===== src/hw/rtl/itcf_pkg.sv =====
package itcf_pkg;

  // Fixed sizes of the arithmetic, chosen for the widest parameter setting
  localparam int SQRT_STEPS = 24;  // result bits of the radius square root
  localparam int ATAN_LEN   = 24;  // entries of the arctangent table
  localparam int DIV_DIGITS = 4;   // 16-bit digits of a dividend
  localparam int DIV_NW     = 16 * DIV_DIGITS;  // dividend and quotient width
  localparam int DIV_DW     = 10;  // divisor width, constants up to 1000
  localparam int RCP_W      = 30;  // reciprocal width
  localparam int RCP_SHIFT  = 36;  // reciprocal scale, 2^36

  // Axis index codes
  localparam logic [1:0] AXIS_X = 2'd0;
  localparam logic [1:0] AXIS_Y = 2'd1;
  localparam logic [1:0] AXIS_Z = 2'd2;

  // Datapath operations issued by the controller
  typedef enum logic [4:0] {
    OP_NONE,
    OP_LOAD,
    OP_SQ_B,
    OP_SQ_C,
    OP_SQRT_INIT,
    OP_SQRT_STEP,
    OP_CORDIC_INIT,
    OP_CORDIC_STEP,
    OP_SPECIAL,
    OP_DEG_GO,
    OP_DEG_WAIT,
    OP_RATE_GO,
    OP_RATE_WAIT,
    OP_GTERM_GO,
    OP_GTERM_WAIT,
    OP_SUM,
    OP_BLEND_GO,
    OP_BLEND_WAIT,
    OP_NEXT_AXIS,
    OP_COMMIT
  } dp_op_e;

  // Controller states
  typedef enum logic [4:0] {
    ST_IDLE,
    ST_SQ_B,
    ST_SQ_C,
    ST_SQRT_INIT,
    ST_SQRT,
    ST_CORDIC_INIT,
    ST_CORDIC,
    ST_SPECIAL,
    ST_DEG_GO,
    ST_DEG_WAIT,
    ST_RATE_GO,
    ST_RATE_WAIT,
    ST_GTERM_GO,
    ST_GTERM_WAIT,
    ST_SUM,
    ST_BLEND_GO,
    ST_BLEND_WAIT,
    ST_NEXT,
    ST_COMMIT
  } ctrl_state_e;

  typedef struct packed {
    dp_op_e op;
  } cmd_t;

  typedef struct packed {
    logic div_done;
    logic sqrt_last;
    logic cordic_last;
    logic rad_zero;
    logic last_axis;
  } sts_t;

  // atan(2^-i) in radians, Q32
  function automatic logic [33:0] atan_q32(input logic [4:0] idx);
    logic [33:0] v;
    case (idx)
      5'd0:    v = 34'd3373259426;
      5'd1:    v = 34'd1991351318;
      5'd2:    v = 34'd1052175346;
      5'd3:    v = 34'd534100635;
      5'd4:    v = 34'd268086748;
      5'd5:    v = 34'd134174063;
      5'd6:    v = 34'd67103403;
      5'd7:    v = 34'd33553749;
      5'd8:    v = 34'd16777131;
      5'd9:    v = 34'd8388597;
      5'd10:   v = 34'd4194303;
      5'd11:   v = 34'd2097152;
      5'd12:   v = 34'd1048576;
      5'd13:   v = 34'd524288;
      5'd14:   v = 34'd262144;
      5'd15:   v = 34'd131072;
      5'd16:   v = 34'd65536;
      5'd17:   v = 34'd32768;
      5'd18:   v = 34'd16384;
      5'd19:   v = 34'd8192;
      5'd20:   v = 34'd4096;
      5'd21:   v = 34'd2048;
      5'd22:   v = 34'd1024;
      5'd23:   v = 34'd512;
      default: v = 34'd0;
    endcase
    return v;
  endfunction

endpackage


===== src/hw/rtl/itcf_ctrl.sv =====
module itcf_ctrl
  import itcf_pkg::*;
(
  input  logic clk_i,
  input  logic rst_ni,
  input  logic in_valid_i,
  output logic in_ready_o,
  output logic out_valid_o,
  input  logic out_ready_i,
  output cmd_t cmd_o,
  input  sts_t sts_i
);

  ctrl_state_e state_q, state_d;
  logic        out_valid_q, out_valid_d;
  logic        commit_w;

  assign commit_w = (state_q == ST_COMMIT) && (!out_valid_q || out_ready_i);

  // next state
  always_comb begin
    state_d = state_q;
    case (state_q)
      ST_IDLE:        if (in_valid_i) state_d = ST_SQ_B;
      ST_SQ_B:        state_d = ST_SQ_C;
      ST_SQ_C:        state_d = ST_SQRT_INIT;
      ST_SQRT_INIT:   state_d = ST_SQRT;
      ST_SQRT:        if (sts_i.sqrt_last) state_d = ST_CORDIC_INIT;
      ST_CORDIC_INIT: state_d = sts_i.rad_zero ? ST_SPECIAL : ST_CORDIC;
      ST_CORDIC:      if (sts_i.cordic_last) state_d = ST_DEG_GO;
      ST_SPECIAL:     state_d = ST_RATE_GO;
      ST_DEG_GO:      state_d = ST_DEG_WAIT;
      ST_DEG_WAIT:    if (sts_i.div_done) state_d = ST_RATE_GO;
      ST_RATE_GO:     state_d = ST_RATE_WAIT;
      ST_RATE_WAIT:   if (sts_i.div_done) state_d = ST_GTERM_GO;
      ST_GTERM_GO:    state_d = ST_GTERM_WAIT;
      ST_GTERM_WAIT:  if (sts_i.div_done) state_d = ST_SUM;
      ST_SUM:         state_d = ST_BLEND_GO;
      ST_BLEND_GO:    state_d = ST_BLEND_WAIT;
      ST_BLEND_WAIT:  if (sts_i.div_done) state_d = ST_NEXT;
      ST_NEXT:        state_d = sts_i.last_axis ? ST_COMMIT : ST_SQ_B;
      ST_COMMIT:      if (commit_w) state_d = ST_IDLE;
      default:        state_d = ST_IDLE;
    endcase
  end

  // datapath command per state
  always_comb begin
    cmd_o.op = OP_NONE;
    case (state_q)
      ST_IDLE:        if (in_valid_i) cmd_o.op = OP_LOAD;
      ST_SQ_B:        cmd_o.op = OP_SQ_B;
      ST_SQ_C:        cmd_o.op = OP_SQ_C;
      ST_SQRT_INIT:   cmd_o.op = OP_SQRT_INIT;
      ST_SQRT:        cmd_o.op = OP_SQRT_STEP;
      ST_CORDIC_INIT: cmd_o.op = OP_CORDIC_INIT;
      ST_CORDIC:      cmd_o.op = OP_CORDIC_STEP;
      ST_SPECIAL:     cmd_o.op = OP_SPECIAL;
      ST_DEG_GO:      cmd_o.op = OP_DEG_GO;
      ST_DEG_WAIT:    cmd_o.op = OP_DEG_WAIT;
      ST_RATE_GO:     cmd_o.op = OP_RATE_GO;
      ST_RATE_WAIT:   cmd_o.op = OP_RATE_WAIT;
      ST_GTERM_GO:    cmd_o.op = OP_GTERM_GO;
      ST_GTERM_WAIT:  cmd_o.op = OP_GTERM_WAIT;
      ST_SUM:         cmd_o.op = OP_SUM;
      ST_BLEND_GO:    cmd_o.op = OP_BLEND_GO;
      ST_BLEND_WAIT:  cmd_o.op = OP_BLEND_WAIT;
      ST_NEXT:        cmd_o.op = OP_NEXT_AXIS;
      ST_COMMIT:      if (commit_w) cmd_o.op = OP_COMMIT;
      default:        cmd_o.op = OP_NONE;
    endcase
  end

  // result register valid: set on commit, cleared by a transfer
  assign out_valid_d = commit_w || (out_valid_q && !out_ready_i);

  always_ff @(posedge clk_i or negedge rst_ni) begin
    if (!rst_ni) begin
      state_q     <= ST_IDLE;
      out_valid_q <= 1'b0;
    end else begin
      state_q     <= state_d;
      out_valid_q <= out_valid_d;
    end
  end

  assign in_ready_o  = (state_q == ST_IDLE);
  assign out_valid_o = out_valid_q;

  // division results only arrive while the controller waits for them
  a_done_in_wait: assert property (@(posedge clk_i) disable iff (!rst_ni)
    sts_i.div_done |-> (state_q == ST_DEG_WAIT || state_q == ST_RATE_WAIT ||
                        state_q == ST_GTERM_WAIT || state_q == ST_BLEND_WAIT))
    else $error("division done outside a wait state");

  // a new result appears only from the commit state
  a_valid_from_commit: assert property (@(posedge clk_i) disable iff (!rst_ni)
    $rose(out_valid_q) |-> $past(state_q == ST_COMMIT))
    else $error("result valid without commit");

  // a commit returns to idle with the result valid; input is taken only in idle
  a_commit_to_idle: assert property (@(posedge clk_i) disable iff (!rst_ni)
    commit_w |=> (state_q == ST_IDLE) && out_valid_q)
    else $error("commit did not return to idle with a valid result");

endmodule


===== config.mk =====
export PLATFORM = sky130hd
export DESIGN_NAME = itcf_ctrl
export DESIGN_NICKNAME = d
export VERILOG_FILES = /design/src/hw/rtl/itcf_pkg.sv /design/src/hw/rtl/itcf_ctrl.sv
export SDC_FILE = /design/constraint.sdc
export NUM_CORES = 1
export LEC_CHECK = 0
export ABC_AREA = 1
export CAP_MARGIN = 30
export CORE_AREA = 2 2 41 43
export DETAILED_ROUTE_END_ITERATION = 12
export DIE_AREA = 0 0 43 45
export DONT_BUFFER_PORTS = 1
export GPL_ROUTABILITY_DRIVEN = 0
export PLACE_DENSITY = 0.62
export SLEW_MARGIN = 20
export SYNTH_ARGS = -nofsm -noshare
export SYNTH_HDL_FRONTEND = slang
export SYNTH_SLANG_ARGS = --single-unit
export TNS_END_PERCENT = 50

===== constraint.sdc =====
create_clock -name clk_i -period 1.63 [get_ports clk_i]
set_input_delay 0.0815 -clock clk_i [delete_from_list [all_inputs] [get_ports clk_i]]
set_output_delay 0.0815 -clock clk_i [all_outputs]
set_load 0.01 [all_outputs]

==> flow_summary_export.csv <==
group,metric,value,unit
run_status,outcome,"finished clean",
synth,ys_seq_area_share,21.2,%
die,io_pins,16,
cts,cts_buffer_depth,2,
critical_path,cp_common_cell,"nand2_1",
synth,syn-cell-area,707,sq um
route,drt-total-wl,1820,um
route,wl_per_cell,12.6,um
critical_path,cp.arrival,1.49,ns
cells_and_area,antenna_cells,0,
cells_and_area,final_cell_mix,"32 x nand2_1, 15 x nand3_1, 12 x inv_1, 12 x nor2_1, 8 x nand2_2",
cts,clk_pin_slew,0.04,ns
die,start_util,48.0,%
synth,synth_cell_type_count,19,
die,core_area,1470,sq um
power,power_density,1900,nW/um^2
die,die_x,43,um
synth,ys_ff_latch,6,
cts,cts-root-buf,"clkbuf_4",
route,avgViaCountPerCell,5.62,
cells_and_area,final-instance-count-excl-fill,144,
route,drtAntennaViolNets,0,
critical_path,worst_setup_path_end_kind,"primary output",
timing,worst_pin_slew,0.249,ns
global_route,track_usage,20.5,%
power,switching_share,55.8,%
route,drt_iter0_drc,42,
route,vias,809,
cts,clkSinkCount,6,
timing,hold_viol,0,
cts,cts_htree_levels,1,
worst_hold_path,holdCritPathClass,"input port to register",
power,clockPowerShare,8.2,%
global_route,antenna_found_initial,0,
route,drtPass1Iterations,4,
timing,slew_viol_final,0,
power,peakVddDrop,0.937,mV
cts,cts_buffers,3,
timing,fmax,0.637,GHz
route,drc,0,
critical_path,cp_max_fo,7,
timing,fin_worst_skew,0.00549,ns
cells_and_area,final_common_cell,"nand2_1",
power,p_comb_share,71.0,%
critical_path,worstPathRequired,1.55,ns
timing,period_share,96.3,%
global_route,grt_pass1_vias,716,
die,fp-row-count,14,
critical_path,crit_chain,"nand2_1, nor2_2, nand2_2, nand3_2, nor2_1, nand2_1, or2_4",
die,fp.dieH,45,um
power,leakagePower,0.481,nW
cells_and_area,final_cell_area,845,sq um
critical_path,cp-start-kind,"register",
critical_path,cpMaxStageDelayCell,"dfrtp_2",
critical_path,critPathMaxStageDelay,0.46,ns
cts,clk_latency,0.24,ns
job,cap_violations,0,
power,p_int,708,uW
place,dpl.hpwl,1450,um
cells_and_area,final_core_util,57.4,%
synth,syn_area_per_cell,5.84,sq um
cells_and_area,drive_gt1_share,35.9,%
cells_and_area,syn2layout_area_growth,19.5,%
global_route,grt_max_degree,13,
timing,finalCriticalPeriod,1.57,ns
power,p_seq_share,20.8,%
place,dp.cells,137,
cells_and_area,nNetsFinal,139,
timing,relSlewSlack,83.4,%
timing,setup_violations,0,
place,placed_cell_area,727,sq um
power,power.switching,893,uW
synth,syn-num-nets,130,
die,dieArea,1940,sq um
critical_path,worstSetupPathType,"register to primary output",
cts,cts_tree,"built",
synth,yosysWarnings,0,
global_route,grt_overflow,0,
place,numPortBuffers,0,
synth,netlist_instances,121,
global_route,grt_pass1_wl,2930,um
## metal layers
layer | routed length [um] | GRT usage (%) | share of wire (%) | up-vias
met5 | 0 | 0 | 0 | -
met3 | 92 | 4.80 | 5.1 | 8
met1 | 740 | 25.1 | 41 | 366
met4 | 63 | 12.7 | 3.5 | 0
met2 | 925 | 32.7 | 51 | 39
li1 | - | - | - | 396
## state kept, by name, indices dropped and copies added, names as in the netlist
signal,cells
out_valid_o,1
state_q,5
## cells by family after synthesis
group / count (synthesis) / synth area share [%]
simple gates: 88 / 61.9
flops: 6 / 21.2
buf+inv: 21 / 11.7
compound gates: 6 / 5.13
## Yosys cell counts
cell | n | share of area (%)
a21boi_0 | 1 | 1.1
a21oi_1 | 3 | 2.1
buf_4 | 1 | 1.1
clkinv_1 | 1 | 0.53
dfrtp_1 | 6 | 21
inv_1 | 13 | 6.9
inv_2 | 6 | 3.2
nand2_1 | 34 | 18
nand2_2 | 6 | 5.3
nand2_4 | 2 | 3.2
nand3_1 | 16 | 11
nand3_2 | 2 | 2.8
nand4_1 | 4 | 3.5
nor2_1 | 14 | 7.4
nor2_2 | 7 | 6.2
nor2_4 | 2 | 3.2
o21ai_1 | 1 | 0.71
o221ai_1 | 1 | 1.2
or2_1 | 1 | 0.89
## power by group through the flow
stage	sequential, mW	combinational, mW	clock [mW]
floorplan	0.283	0.788	0
global placement	0.298	0.971	0
detailed placement	0.299	0.974	0
CTS	0.310	0.987	0.139
global route	0.340	1.26	0.156
finish	0.334	1.14	0.131
## path summary, 6_finish.rpt
| kind | end | cells after the start | start | slack, ns |
|---|---|---|---|---|
| setup / recovery | cmd_o[2] | 7 | state_q[1] | 0.06 |
| hold / removal | out_valid_o | 3 | out_ready_i | 0.07 |
| setup reg to reg | state_q[0] | 8 | state_q[1] | 0.19 |
| hold reg to reg | state_q[4] | 2 | state_q[4] | 0.60 |
| max in group asynchronous | state_q[4] | 1 | rst_ni | 1.27 |
| min in group asynchronous | state_q[2] | 1 | rst_ni | 0.14 |
## metrics by stage
stage | setup WS, ns | TNS [ns] | hold slack, ns | total power [mW]
2_1_floorplan | 0.286 | 0 | -0.214 | 1.07
3_3_place_gp | 0.153 | 0 | -0.214 | 1.27
3_5_place_dp | 0.175 | 0 | -0.214 | 1.27
4_1_cts | 0.00235 | 0 | 0.0438 | 1.44
5_1_grt | -0.0227 | -0.0227 | 0.0831 | 1.76
6_report | 0.0596 | 0 | 0.0653 | 1.60
## final cells by class
class                   count  area [sq um]
fillers                   143           627
well taps                  16          20.0
repair buffers              5          40.0
inverters                  20          80.1
multi-input cells          94           526
clock buffers               3          22.5
flip-flops and latches      6           156
## critical path: cells and delay by family (launching register included)
kind	cells	cell delay, ns
AND/OR/NAND/NOR	7	0.80
flip-flops	1	0.46
## what timing repair did
action	in CTS	in global routing
pin swaps	0	3
setup buffers	0	3
endpoints found under the hold margin	6	0
gates cloned	0	0
endpoints found under the setup margin	2	5
resized for setup	4	17
hold buffers	1	0
Power figures use the tool's default switching activity.
